[config.mk]
export PLATFORM = sky130hd
export DESIGN_NAME = modular_exponentiation
export DESIGN_NICKNAME = d
export VERILOG_FILES = /design/src/hw/rtl/modexp_pkg.sv /design/src/hw/rtl/modexp_mulmod.sv /design/src/hw/rtl/modular_exponentiation.sv
export SDC_FILE = /design/constraint.sdc
export NUM_CORES = 1
export LEC_CHECK = 0
export ABC_CLOCK_PERIOD_IN_PS = 17000
export BUFFER_PORTS_ARGS = -buffer_cell sky130_fd_sc_hd__buf_4
export CAP_MARGIN = 20
export CORE_ASPECT_RATIO = 1.5
export CORE_MARGIN = 10
export CORE_UTILIZATION = 66
export CTS_CLUSTER_SIZE = 16
export DETAILED_ROUTE_END_ITERATION = 6
export GPL_TIMING_DRIVEN = 0
export PLACE_DENSITY = 0.86
export SYNTH_ARGS = -nofsm -noshare
export SYNTH_HDL_FRONTEND = slang
export SYNTH_HIERARCHICAL = 1
export SYNTH_SLANG_ARGS = --single-unit
export TNS_END_PERCENT = 1
[constraint.sdc]
create_clock -name clk -period 17 [get_ports clk]
set_clock_uncertainty 0.2 [all_clocks]
set_input_delay 0.85 -clock clk [delete_from_list [all_inputs] [get_ports clk]]
set_output_delay 0.85 -clock clk [all_outputs]
set_load 0.02 [all_outputs]
[src/hw/rtl/modexp_pkg.sv]
// Shared types for the modular exponentiation block.
// No dependencies; imported by modexp_mulmod and modular_exponentiation.
package modexp_pkg;

  // Status returned by the bit-serial modular multiplier.
  typedef struct packed {
    logic busy;
    logic done;
  } mm_stat_t;

endpackage

[src/hw/rtl/modexp_mulmod.sv]
// Bit-serial modular multiplier: product = (a * b) mod m, one bit of b per cycle.
// Depends on modexp_pkg (mm_stat_t).
module modexp_mulmod #(
  parameter int OPERAND_WIDTH = 31
) (
  input  logic                     clk,
  input  logic                     rst_n,
  input  logic                     start,
  input  logic [OPERAND_WIDTH-1:0] a,
  input  logic [OPERAND_WIDTH-1:0] b,
  input  logic [OPERAND_WIDTH-1:0] m,
  output modexp_pkg::mm_stat_t     stat,
  output logic [OPERAND_WIDTH-1:0] product
);
  import modexp_pkg::*;

  localparam int W  = OPERAND_WIDTH;
  localparam int CW = $clog2(W);

  logic          busy_r;
  logic          done_r;
  logic [CW-1:0] cnt_r;
  logic [W-1:0]  a_r;
  logic [W-1:0]  b_r;
  logic [W-1:0]  m_r;
  logic [W-1:0]  r_r;
  logic [W-1:0]  r_nxt;
  logic [W:0]    dbl;
  logic [W:0]    sum;
  logic [W:0]    m_ext;

  // r = 2r mod m, then r = r + a mod m when the current bit of b is set.
  always_comb begin
    m_ext = {1'b0, m_r};
    dbl   = {r_r, 1'b0};
    if (dbl >= m_ext) begin
      dbl = dbl - m_ext;
    end
    sum = dbl + (b_r[W-1] ? {1'b0, a_r} : '0);
    if (sum >= m_ext) begin
      sum = sum - m_ext;
    end
    r_nxt = sum[W-1:0];
  end

  always_ff @(posedge clk) begin
    if (!rst_n) begin
      busy_r <= 1'b0;
      done_r <= 1'b0;
      cnt_r  <= '0;
    end else begin
      done_r <= 1'b0;
      if (start) begin
        busy_r <= 1'b1;
        cnt_r  <= CW'(W - 1);
      end else if (busy_r) begin
        cnt_r <= cnt_r - 1'b1;
        if (cnt_r == '0) begin
          busy_r <= 1'b0;
          done_r <= 1'b1;
        end
      end
    end
  end

  // operand and accumulator registers, no reset needed
  always_ff @(posedge clk) begin
    if (start) begin
      a_r <= a;
      b_r <= b;
      m_r <= m;
      r_r <= '0;
    end else if (busy_r) begin
      r_r <= r_nxt;
      b_r <= {b_r[W-2:0], 1'b0};
    end
  end

  assign stat.busy = busy_r;
  assign stat.done = done_r;
  assign product   = r_r;

endmodule

[src/hw/rtl/modular_exponentiation.sv]
// Top level of the modular exponentiation block (right-to-left square-and-multiply).
// Depends on modexp_pkg and modexp_mulmod.
//
// Usage:
//   Input channel: drive in_base_value, in_power, in_modulus_value and pulse
//   start; the beat is taken on a rising edge where start is high and busy is
//   low. busy stays high until the result is delivered.
//   Result channel: out_residue is valid for exactly one cycle, flagged by
//   out_valid. There is no back-pressure: the receiver must take the beat.
//
// Timing:
//   A zero exponent (or a zero modulus) gives its result in the cycle after the
//   start beat and busy never rises.
//   Otherwise the base is first reduced modulo the modulus, then each exponent
//   bit below the highest set one costs a square and each set bit a multiply.
//   Every one of these is a pass through the bit-serial multiplier with a
//   launch and a collect step around it, so an item takes (1 + H + P) passes,
//   where H is the index of the highest set exponent bit and P the number of
//   set bits. Worst case for OPERAND_WIDTH = 31: 1 + 30 + 31 = 62 passes.
//   The multiplier is the single shared unit that sets the run time of an item.
//
// Reset: synchronous, active low; returns to idle, drops busy and out_valid.
module modular_exponentiation #(
  parameter int OPERAND_WIDTH = 31
) (
  input  logic                     clk,
  input  logic                     rst_n,
  input  logic                     start,
  output logic                     busy,
  input  logic [OPERAND_WIDTH-1:0] in_base_value,
  input  logic [OPERAND_WIDTH-1:0] in_power,
  input  logic [OPERAND_WIDTH-1:0] in_modulus_value,
  output logic                     out_valid,
  output logic [OPERAND_WIDTH-1:0] out_residue
);
  import modexp_pkg::*;

  localparam int W = OPERAND_WIDTH;

  typedef enum logic [1:0] {
    ST_IDLE,
    ST_REDUCE,
    ST_MUL,
    ST_SQR
  } state_t;

  state_t       state_r;
  logic [W-1:0] sq_r;        // running square
  logic [W-1:0] acc_r;       // running result
  logic [W-1:0] exp_r;       // exponent bits still to consume, LSB first
  logic [W-1:0] mod_r;
  logic         mm_start_r;
  logic [W-1:0] mm_a_r;
  logic [W-1:0] mm_b_r;
  logic         out_valid_r;
  logic [W-1:0] out_residue_r;

  mm_stat_t     mm_stat;
  logic [W-1:0] mm_product;
  logic [W-1:0] exp_shift;

  modexp_mulmod #(
    .OPERAND_WIDTH(W)
  ) u_mulmod (
    .clk     (clk),
    .rst_n   (rst_n),
    .start   (mm_start_r),
    .a       (mm_a_r),
    .b       (mm_b_r),
    .m       (mod_r),
    .stat    (mm_stat),
    .product (mm_product)
  );

  assign exp_shift = {1'b0, exp_r[W-1:1]};

  always_ff @(posedge clk) begin
    if (!rst_n) begin
      state_r     <= ST_IDLE;
      mm_start_r  <= 1'b0;
      out_valid_r <= 1'b0;
    end else begin
      mm_start_r  <= 1'b0;
      out_valid_r <= 1'b0;
      unique case (state_r)
        ST_IDLE: begin
          if (start) begin
            mod_r <= in_modulus_value;
            exp_r <= in_power;
            if (in_power == '0) begin
              // zero exponent: 1 for every modulus, no reduction
              out_valid_r   <= 1'b1;
              out_residue_r <= W'(1);
            end else if (in_modulus_value == '0) begin
              out_valid_r   <= 1'b1;
              out_residue_r <= '0;
            end else begin
              // base mod m computed as (1 * base) mod m
              mm_start_r <= 1'b1;
              mm_a_r     <= W'(1);
              mm_b_r     <= in_base_value;
              state_r    <= ST_REDUCE;
            end
          end
        end
        ST_REDUCE: begin
          if (mm_stat.done) begin
            sq_r       <= mm_product;
            mm_start_r <= 1'b1;
            if (exp_r[0]) begin
              // acc starts at 1 mod m; first product is just the square
              acc_r   <= (mod_r == W'(1)) ? '0 : W'(1);
              mm_a_r  <= (mod_r == W'(1)) ? '0 : W'(1);
              mm_b_r  <= mm_product;
              state_r <= ST_MUL;
            end else begin
              acc_r   <= (mod_r == W'(1)) ? '0 : W'(1);
              mm_a_r  <= mm_product;
              mm_b_r  <= mm_product;
              state_r <= ST_SQR;
            end
          end
        end
        ST_MUL: begin
          if (mm_stat.done) begin
            acc_r <= mm_product;
            if (exp_shift == '0) begin
              // no set bits left: further squares are dead work
              out_valid_r   <= 1'b1;
              out_residue_r <= mm_product;
              state_r       <= ST_IDLE;
            end else begin
              mm_start_r <= 1'b1;
              mm_a_r     <= sq_r;
              mm_b_r     <= sq_r;
              state_r    <= ST_SQR;
            end
          end
        end
        ST_SQR: begin
          if (mm_stat.done) begin
            sq_r       <= mm_product;
            exp_r      <= exp_shift;
            mm_start_r <= 1'b1;
            if (exp_shift[0]) begin
              mm_a_r  <= acc_r;
              mm_b_r  <= mm_product;
              state_r <= ST_MUL;
            end else begin
              mm_a_r  <= mm_product;
              mm_b_r  <= mm_product;
              state_r <= ST_SQR;
            end
          end
        end
        default: begin
          state_r <= ST_IDLE;
        end
      endcase
    end
  end

  assign busy        = (state_r != ST_IDLE);
  assign out_valid   = out_valid_r;
  assign out_residue = out_residue_r;

  // An accepted beat either starts work or produces its result next cycle.
  a_start_progress: assert property (@(posedge clk) disable iff (!rst_n)
    start && !busy |=> busy || out_valid)
    else $error("accepted beat neither started work nor produced a result");

  // A result always closes the item: busy is low when it is shown.
  a_result_idle: assert property (@(posedge clk) disable iff (!rst_n)
    out_valid |-> !busy)
    else $error("result strobe while still busy");

  // The multiplier only finishes while the sequencer waits for it.
  a_mm_done_busy: assert property (@(posedge clk) disable iff (!rst_n)
    mm_stat.done |-> busy && !mm_stat.busy)
    else $error("multiplier done outside an active item");

  // Only one multiplier pass in flight at a time.
  a_mm_no_overlap: assert property (@(posedge clk) disable iff (!rst_n)
    mm_start_r |-> !mm_stat.busy)
    else $error("multiplier launched while busy");

endmodule
# --- Word level (Yosys, flattened, before mapping) ---
# Cells that the tools add are included.
word_totals:
  regBits: 352
  latchBits: 0
  mem_bits_rw: 0
  mem_bits_ro: 0
  in_bits: 96
  out_inout_bits: 33
  wordCells: 122
  mem_count: 0
classes:
  addsub: 4
  n_mul: 0
  n_div: 0
  n_lt_le_gt_ge: 2
  n_eq_ne: 14
  n_shift: 0
  mux: 61
  bitwise_logic: 2
  reduce_logical: 21
op_table:
  columns: ["cell", "count"]
  rows:
  - ["$mux 31", 25]
  - ["$pmux 31 s2", 3]
  - ["$pmux 31 s4", 1]
  - ["$logic_not 31->1", 3]
  - ["$pmux 31 s3", 1]
  - ["$ge 32x31->1", 2]
  - ["$add 32x31->32", 1]
  - ["$mux 32", 1]
  - ["$sub 32x31->32", 1]
  - ["$eq 31x1->1 const B", 1]
  - ["$sub 31x31->31", 1]
  - ["$mux 1", 18]
  - ["$mux 2", 7]
  - ["$reduce_and 6->1", 2]
  - ["$mux 5", 2]
  - ["$ne 2x2->1 const B", 5]
  - ["$reduce_bool 2->1", 5]
  - ["$ne 2x1->1 const B", 4]
  - ["$pmux 2 s4", 1]
  - ["$reduce_and 4->1", 2]
  - ["$reduce_and 8->1", 1]
  - ["$reduce_and 7->1", 1]
  - ["$reduce_and 3->1", 2]
  - ["$logic_not 5->1", 1]
  - ["10 further kinds", 13]

# --- Depth between registers and ports, before layout ---
# Gate-level depths: netlist (run 1).
depth:
  word_depth: 5
  depth_mapped: 34

# --- Modules after synthesis ---
# Netlist (run 1), hierarchy kept.
modules_own_cells:
  columns: ["mod", "instances", "cells_each", "area_per_inst_um2", "seq_area_each_um2"]
  rows:
  - ["modexp_mulmod", 1, 1074, 10049.6, 3553.4]
  - ["modular_exponentiation", 1, 552, 8793.4, 6596.3]

# --- Worst setup path after synthesis (run 1) ---
# Ideal clock, no wire load.
synth_timing:
  path_type: "reg-to-reg"
  from: "register u_mulmod.r_r[4], in the netlist u_mulmod/product[4]"
  to: "register u_mulmod.r_r[19], in the netlist u_mulmod/product[19]"
  setup_time_ns: 0.133
  arrival_ns: 7.099
  t_required_ns: 16.667
  setup_slack_ns: 9.568
  path_stages_with_launch: 31
  period_less_slack_ns: 7.432
  path_cell_list: "dfxtp_1 -> ha_1 -> a211oi_1 -> nor3b_1 -> nor3_2 -> o31ai_2 -> o2111ai_1 -> nand2_1 -> clkbuf_1 -> clkbuf_1 -> a21oi_1 -> ha_1 -> o211ai_1 -> a21oi_1 -> o41a_1 -> a41o_1 -> a31o_2 -> a21oi_1 -> o21ai_0 -> xor2_1 -> ha_1 -> nand3_2 -> or3_4 -> or2_2 -> o211a_1 -> o31ai_2 -> and4b_1 -> buf_6 -> or3_1 -> a311oi_1 -> nor4_1"
synth_via:
  elab_chain_len: 5
  elab_cells_between_ends: 7
synth_rtl:
  columns: ["element", "line_no", "source"]
  rows:
  - ["from (decl)", "modexp_mulmod.sv:26", "logic [W-1:0] r_r;"]
  - ["from (signal assigned)", "modexp_mulmod.sv:74", "r_r <= r_nxt;"]
  - ["$sub 32x31->32 or $ge 32x31->1 (tied branches)", "modexp_mulmod.sv:37, modexp_mulmod.sv:36", null]
  - ["$mux 32 (*)", "modexp_mulmod.sv:36", "if (dbl >= m_ext) begin"]
  - ["$add 32x31->32 (*)", "modexp_mulmod.sv:39", "sum = dbl + (b_r[W-1] ? {1'b0, a_r} : '0);"]
  - ["$sub 31x31->31 or $ge 32x31->1 (tied branches)", "modexp_mulmod.sv:41, modexp_mulmod.sv:40", null]
  - ["$mux 31 (*)", "modexp_mulmod.sv:40", "if (sum >= m_ext) begin"]
# Every way passes the cells marked *; elsewhere a longest branch is shown, timed or not.
# A chain may end at the register's enable or synchronous reset.

# --- Worst setup path in the final report (run 1) ---
# Same ends and word-level chain as after synthesis.

==> key figures, run 1 <==
Status
  • Outcome: complete, but fails checks
  • Failing checks: design-rule violations

Detailed routing
  • Post-Route WL: 56100 um
  • Post-detailed-route DRC marker count: 10
  • Starting DRT DRC Count: 1414
  • Number of search-and-repair iterations in the first detailed-routing pass: 7
  • Count of nets left with antenna violations after detail routing: 0
  • Count of vias placed by the detailed router: around 14000
  • Post-detailed-route wirelength per cell: 25.9 um
  • Ratio of routed vias to standard cells: 6.59

Clock tree
  • Clock Path Buffers: 3
  • CTS clk-pin slew, worst paths: 0.07 ns
  • Depth of the CTS H-tree: 2
  • Hold buffer count at cts: 0
  • Number of buffers inserted during clock tree synthesis: 34
  • Setup bufs post-CTS: 0
  • Number of instances resized during post-cts repair: 0
  • TritonCTS clock tree: done
  • Skew-Pair Late Insertion Delay: 0.54 ns
  • Number of clock sinks: 352
  • Root Buffer: sky130_fd_sc_hd__clkbuf_16

Logic synthesis
  • Post-Syn Nets: 1819
  • Mean cell area of the mapped netlist: between 10 and 15 um^2
  • Post-Syn Area: 18800 um^2
  • Warnings from Yosys: 6
  • Number of instances in the synthesized netlist: roughly 1600

Timing
  • Rel. slew slack: 0.311
  • Maximum frequency from static timing analysis: 93.0 MHz
  • Number of max-slew violations in the final report: 0
  • Worst Tran Pin Value: 1.03 ns
  • Crit share post-route: 0.633
  • RSZ-0062 raised after global routing: no
  • Clock period minus final worst setup slack: 10.75 ns
  • Final setup violation count: 0
  • Smallest setup slack after layout: 6.25 ns
  • Worst hold margin: 0.224 ns
  • Setup total negative slack: 0 ns
  • Hold Violations, Final: 0

Worst setup path
  • Setup crit start: u_mulmod/product[4]
  • CP max stage cell: sky130_fd_sc_hd__clkbuf_1
  • CP peak stage delay: 0.70 ns
  • Worst reg2reg endpoint: u_mulmod/product[19]
  • Kind of start point of the critical path: flop
  • Worst endpoint data arrival time: 10.93 ns
  • CP max FO: 10
  • Minimum setup slack among reg-to-reg paths: 6.25 ns
  • FF-to-FF Start: u_mulmod/product[4]
  • Setup Crit Path Kind: reg2reg
  • Worst Setup End Kind: flop
  • Required arrival time at the worst endpoint: 17.18 ns
  • Cell count of the worst reg-to-reg path: 32

Placed design
  • Gpl congestion: ~1
  • Sum of net half-perimeters after detailed placement: 42900 um
  • Placed instance area: 20400 um^2
  • Port buffer count: 128
  • Worst slack, placed: 6.65 ns
  • Placed cells: ~2100

Die
  • Die area: between 30000 and 40000 um^2
  • Core Region: 28100 um^2
  • Starting Density: 0.671
  • Die Ht: roughly 230 um
  • Die span in x: 158 um
  • # IOs: 129
  • Placement row count: between 70 and 80

Global route
  • Pin count of the biggest net entering global routing: between 60 and 70
  • Aggregate global routing overflow: 0
  • GRT Total Usage: 0.311
  • Wire length of the first global-routing pass: 83600 um
  • Vias in the first global route: 14600
  • Initial antenna violation count: 0

Finish
  • Most common cell after layout, fill and taps aside: sky130_fd_sc_hd__edfxtp_1
  • Layout cell share with drive strength beyond 1: 0.168
  • Total area of multi-input combinational cells: 8070 um^2
  • Layout Utilization: 0.769
  • Area grow syn2layout: 14.6%
  • Most used cells in the layout excluding fill and tap cells: sky130_fd_sc_hd__edfxtp_1, sky130_fd_sc_hd__buf_4, sky130_fd_sc_hd__nor2_1
  • Layout net count: 1990
  • Total of fill cells in the finished design: 1756
  • Post-route cell area: 21600 um^2
  • Diode count: 0
  • Post-layout instance count excluding filler cells: between 2000 and 2500
  • Sequential cell area: 10200 um^2

Hold path
  • Depth of the worst hold-timing path: 0
  • Min-delay worst type: reg2reg
  • End point of the most critical hold path: u_mulmod/a_r[4]
  • Worst hold start: mm_a_r[4]

Run
  • Total of max-cap violations: 0

Power and ir drop
  • Power density relative to cell area: around 200 nW/um^2
  • Static Leakage: approximately 8.4 nW
  • Overall power after layout: around 4.4 mW
  • Max IR drop VDD: 0.120 mV
-- routing by layer --
layer / track usage / vias up / wire length [um]
met5: 0 / - / 0
met4: 0.200 / 0 / 3820
met3: 0.0512 / 195 / 3790
met2: 0.571 / 732 / 29900
met1: 0.319 / 6856 / 18600
li1: - / 6497 / -
-- critical path, delay by kind of cell (launching register included) --
kind | cells | cell delay (ns)
compound gates | 14 | 4.27
simple gates | 9 | 2.25
buf+inv | 5 | 1.84
fa+ha+maj | 3 | 0.96
flops | 1 | 0.63
xor+xnor | 1 | 0.42
-- flip-flops by register name, summed over array words and instances (netlist names), 2 cells and up --
register          count
exp_r                31
mm_b_r               31
state_r               2
mm_a_r               31
u_mulmod/a_r         31
out_residue          31
u_mulmod/product     31
acc_r                31
u_mulmod/cnt_r        5
mod_r                31
u_mulmod/b_r         31
u_mulmod/m_r         31
sq_r                 31
-- worst max-delay path by stage --
stage	endpoint	slack [ns]	depth (start not counted)
2_1_floorplan	u_mulmod/product[19]	9.57	30
3_3_place_gp	u_mulmod/product[19]	6.71	32
3_5_place_dp	u_mulmod/product[19]	6.65	32
4_1_cts	u_mulmod/product[19]	6.59	32
5_1_grt	u_mulmod/product[19]	5.96	32
6_report	u_mulmod/product[19]	6.25	32
-- layout make-up --
type / instances / share of cell area
flip-flops and latches: 352 / 0.471
multi-input cells: 1114 / 0.374
repair buffers: 135 / 0.0504
clock buffers: 40 / 0.0419
well taps: 346 / 0.0201
inverters: 97 / 0.0169
plain buffers: 62 / 0.0151
clock inverters: 22 / 0.0113
-- power breakdown --
part	internal [mW]	switching, mW	leakage, nW
sequential	1.02	0.0982	3.21
combinational	1.00	1.48	4.67
clock	0.448	0.333	0.550
(Power assumes the default switching activity.)
==> inputs of run 2 (changes only) <==
--- a/config.mk
+++ b/config.mk
@@ -5,16 +5,16 @@
 export SDC_FILE = /design/constraint.sdc
 export NUM_CORES = 1
 export LEC_CHECK = 0
-export ABC_CLOCK_PERIOD_IN_PS = 17000
+export ABC_CLOCK_PERIOD_IN_PS = 9700
 export BUFFER_PORTS_ARGS = -buffer_cell sky130_fd_sc_hd__buf_4
 export CAP_MARGIN = 20
 export CORE_ASPECT_RATIO = 1.5
 export CORE_MARGIN = 10
-export CORE_UTILIZATION = 66
+export CORE_UTILIZATION = 55
 export CTS_CLUSTER_SIZE = 16
 export DETAILED_ROUTE_END_ITERATION = 6
 export GPL_TIMING_DRIVEN = 0
-export PLACE_DENSITY = 0.86
+export PLACE_DENSITY = 0.76
 export SYNTH_ARGS = -nofsm -noshare
 export SYNTH_HDL_FRONTEND = slang
 export SYNTH_HIERARCHICAL = 1
==> constraint.sdc (replaced) <==
create_clock -name clk -period 9.7 [get_ports clk]
set_clock_uncertainty 0.2 [all_clocks]
set_input_delay 0.485 -clock clk [delete_from_list [all_inputs] [get_ports clk]]
set_output_delay 0.485 -clock clk [all_outputs]
set_load 0.02 [all_outputs]
==> run 2 against run 1 <==
Compared with the run above: the flow still finishes with violations (design-rule violations); via count decreased by 1.2%; cell area increased by 2.4%; wire length decreased by 2.5%; die area increased by 18%; clock power increased by 78%; clock-buffer cell count decreased by 1; highest routed layer unchanged.
==> key figures, run 2 (synthesis results as in run 1) <==
Detailed routing
  • Count of nets left with antenna violations after detail routing: 0 (unchanged)
  • Post-detailed-route DRC marker count: 4 (-6)
  • Post-detailed-route wirelength per cell: 24.0 um (-7.4%)
  • Post-Route WL: 54700 um (-2.5%)
  • Starting DRT DRC Count: 1329 (-6.0%)
  • Number of search-and-repair iterations in the first detailed-routing pass: 7 (unchanged)
  • Count of vias placed by the detailed router: 14100 (-1.2%)
  • Ratio of routed vias to standard cells: 6.18 (-6.1%)

Clock tree
  • Clock Path Buffers: 3 (unchanged)
  • Number of buffers inserted during clock tree synthesis: 35 (+2.9%)
  • Setup bufs post-CTS: 0 (unchanged)
  • Depth of the CTS H-tree: 2 (unchanged)
  • Number of clock sinks: 352 (unchanged)
  • Root Buffer: sky130_fd_sc_hd__clkbuf_16
  • Skew-Pair Late Insertion Delay: 0.55 ns (about the same)
  • CTS clk-pin slew, worst paths: 0.07 ns (about the same)
  • TritonCTS clock tree: done

Global route
  • Pin count of the biggest net entering global routing: 64 (unchanged)
  • GRT Total Usage: 0.260 (-0.0517)
  • Vias in the first global route: 14800 (+1.4%)
  • Aggregate global routing overflow: 0 (unchanged)
  • Wire length of the first global-routing pass: 83300 um (-0.35%)
  • Initial antenna violation count: 1 (+1)

Die
  • Die span in x: 171 um (+8.3%)
  • Placement row count: 83 (+11%)
  • # IOs: 129 (unchanged)
  • Starting Density: 0.553 (-0.118)
  • Die area: 42200 um^2 (+18%)
  • Die Ht: 247 um (+8.7%)
  • Core Region: 34100 um^2 (+21%)

Placed design
  • Sum of net half-perimeters after detailed placement: 41900 um (-2.2%)
  • Gpl congestion: 0.974 (-3.0%)
  • Port buffer count: 128 (unchanged)
  • Placed cells: 2187 (+3.8%)

Hold path
  • Min-delay worst type: in2reg

Worst setup path
  • Setup Crit Path Kind: reg2reg
  • Worst Setup End Kind: flop
  • CP max stage cell: sky130_fd_sc_hd__dfxtp_1
  • Kind of start point of the critical path: flop
  • Family of cells with the greatest summed delay on the critical path: compound AO/OA/AOI/OAI gates
  • CP peak stage delay: 0.63 ns (-0.07 ns)
  • Bufs and invs on worst path: 5 (unchanged)
  • Required arrival time at the worst endpoint: 9.90 ns (-7.28 ns)
  • Worst endpoint data arrival time: 9.58 ns (-1.35 ns)
  • CP max FO: 19 (+9)

Timing
  • Maximum frequency from static timing analysis: 107 MHz (+15%)
  • Worst Tran Pin Value: 0.906 ns (-0.127 ns)
  • Hold Violations, Final: 0 (unchanged)
  • Rel. slew slack: 0.396 (+0.0847)
  • Number of max-slew violations in the final report: 0 (unchanged)
  • Clock period minus final worst setup slack: 9.38 ns (-1.38 ns)
  • RSZ-0062 raised after global routing: no
  • Worst hold margin: 0.0165 ns (-0.208 ns)
  • Final setup violation count: 0 (unchanged)
  • Crit share post-route: 0.967 (+0.334)
  • Setup total negative slack: 0 ns (unchanged)

Finish
  • Layout cell share with drive strength beyond 1: 0.169 (+0.00123)
  • Total of fill cells in the finished design: 2652 (+51%)
  • Area grow syn2layout: 17.3%
  • Layout net count: 2023 (+1.7%)
  • Most common cell after layout, fill and taps aside: sky130_fd_sc_hd__edfxtp_1
  • Most used cells in the layout excluding fill and tap cells: sky130_fd_sc_hd__edfxtp_1, sky130_fd_sc_hd__buf_4, sky130_fd_sc_hd__nor2_1
  • Post-layout instance count excluding filler cells: 2282 (+5.3%)
  • Layout Utilization: 0.649 (-0.121)

Status
  • Failing checks: design-rule violations
  • Outcome: complete, but fails checks

Run
  • Total of max-cap violations: 0 (unchanged)

Power and ir drop
  • Power density relative to cell area: 348 nW/um^2 (+72%)
  • Max IR drop VDD: 0.213 mV (+78%)
  • Static Leakage: 8.62 nW (+2.3%)
run 2: cell types whose count changed in the layout (fill, tap and decap cells not counted), sizes merged:
cell / previous run / this run
clkinvlp: 5 / 1
diode: 0 / 1
clkinv: 9 / 18
inv: 101 / 99
dlygate4sd3: 0 / 31
buf: 162 / 164
clkbuf: 75 / 73
run 2: final timing paths:
check	startpoint	to	slack [ns]	depth (start not counted)
worst max-delay path	u_mulmod/product[3]	u_mulmod/product[8]	0.32	32
worst min-delay path	in_power[0]	exp_r[0]	0.02	2
worst max register to register	u_mulmod/product[3]	u_mulmod/product[8]	0.32	32
worst min register to register	mm_a_r[24]	u_mulmod/a_r[24]	0.22	0
run 2: layer usage:
layer,track usage,up-vias,share of wire
met5,0,-,0
met4,0.164,0,0.068
met1,0.273,6859,0.36
met2,0.474,534,0.52
li1,-,6550,-
met3,0.0364,165,0.052
run 2: cell type report:
type	instances	area, um^2	share of cell area
Tap cell	425	532	0.0241
Clock inverter	25	277	0.0125
Clock buffer	39	901	0.0408
Sequential cell	352	10200	0.460
Inverter	97	364	0.0165
Timing Repair Buffer	168	1450	0.0658
Buffer	61	327	0.0148
Antenna cell	1	2.50	0.000113
Multi-Input combinational cell	1114	8080	0.366
run 2: per-stage QoR:
stage	instance area, um^2	power [mW]	setup slack, ns
after floorplan	18800	5.11	2.27
after global routing	22100	8.14	0.0389
final	22100	7.70	0.322
after global placement	20300	6.14	-0.441
after CTS	22100	7.61	0.222
after detailed placement	20600	6.20	-0.424
run 2: repair_timing:
action,CTS,global route
gates resized for setup,1,6
hold endpoints to repair,31,0
pin swaps,0,0
endpoints found under the setup margin,31,31
hold buffers,31,0
run 2: report_power, final:
| group | leakage (nW) | internal (mW) | switching [mW] | total, mW |
|---|---|---|---|---|
| logic | 4.83 | 1.77 | 2.58 | 4.35 |
| registers | 3.21 | 1.78 | 0.175 | 1.96 |
| clock network | 0.578 | 0.790 | 0.602 | 1.39 |
| total | 8.62 | 4.34 | 3.35 | 7.70 |
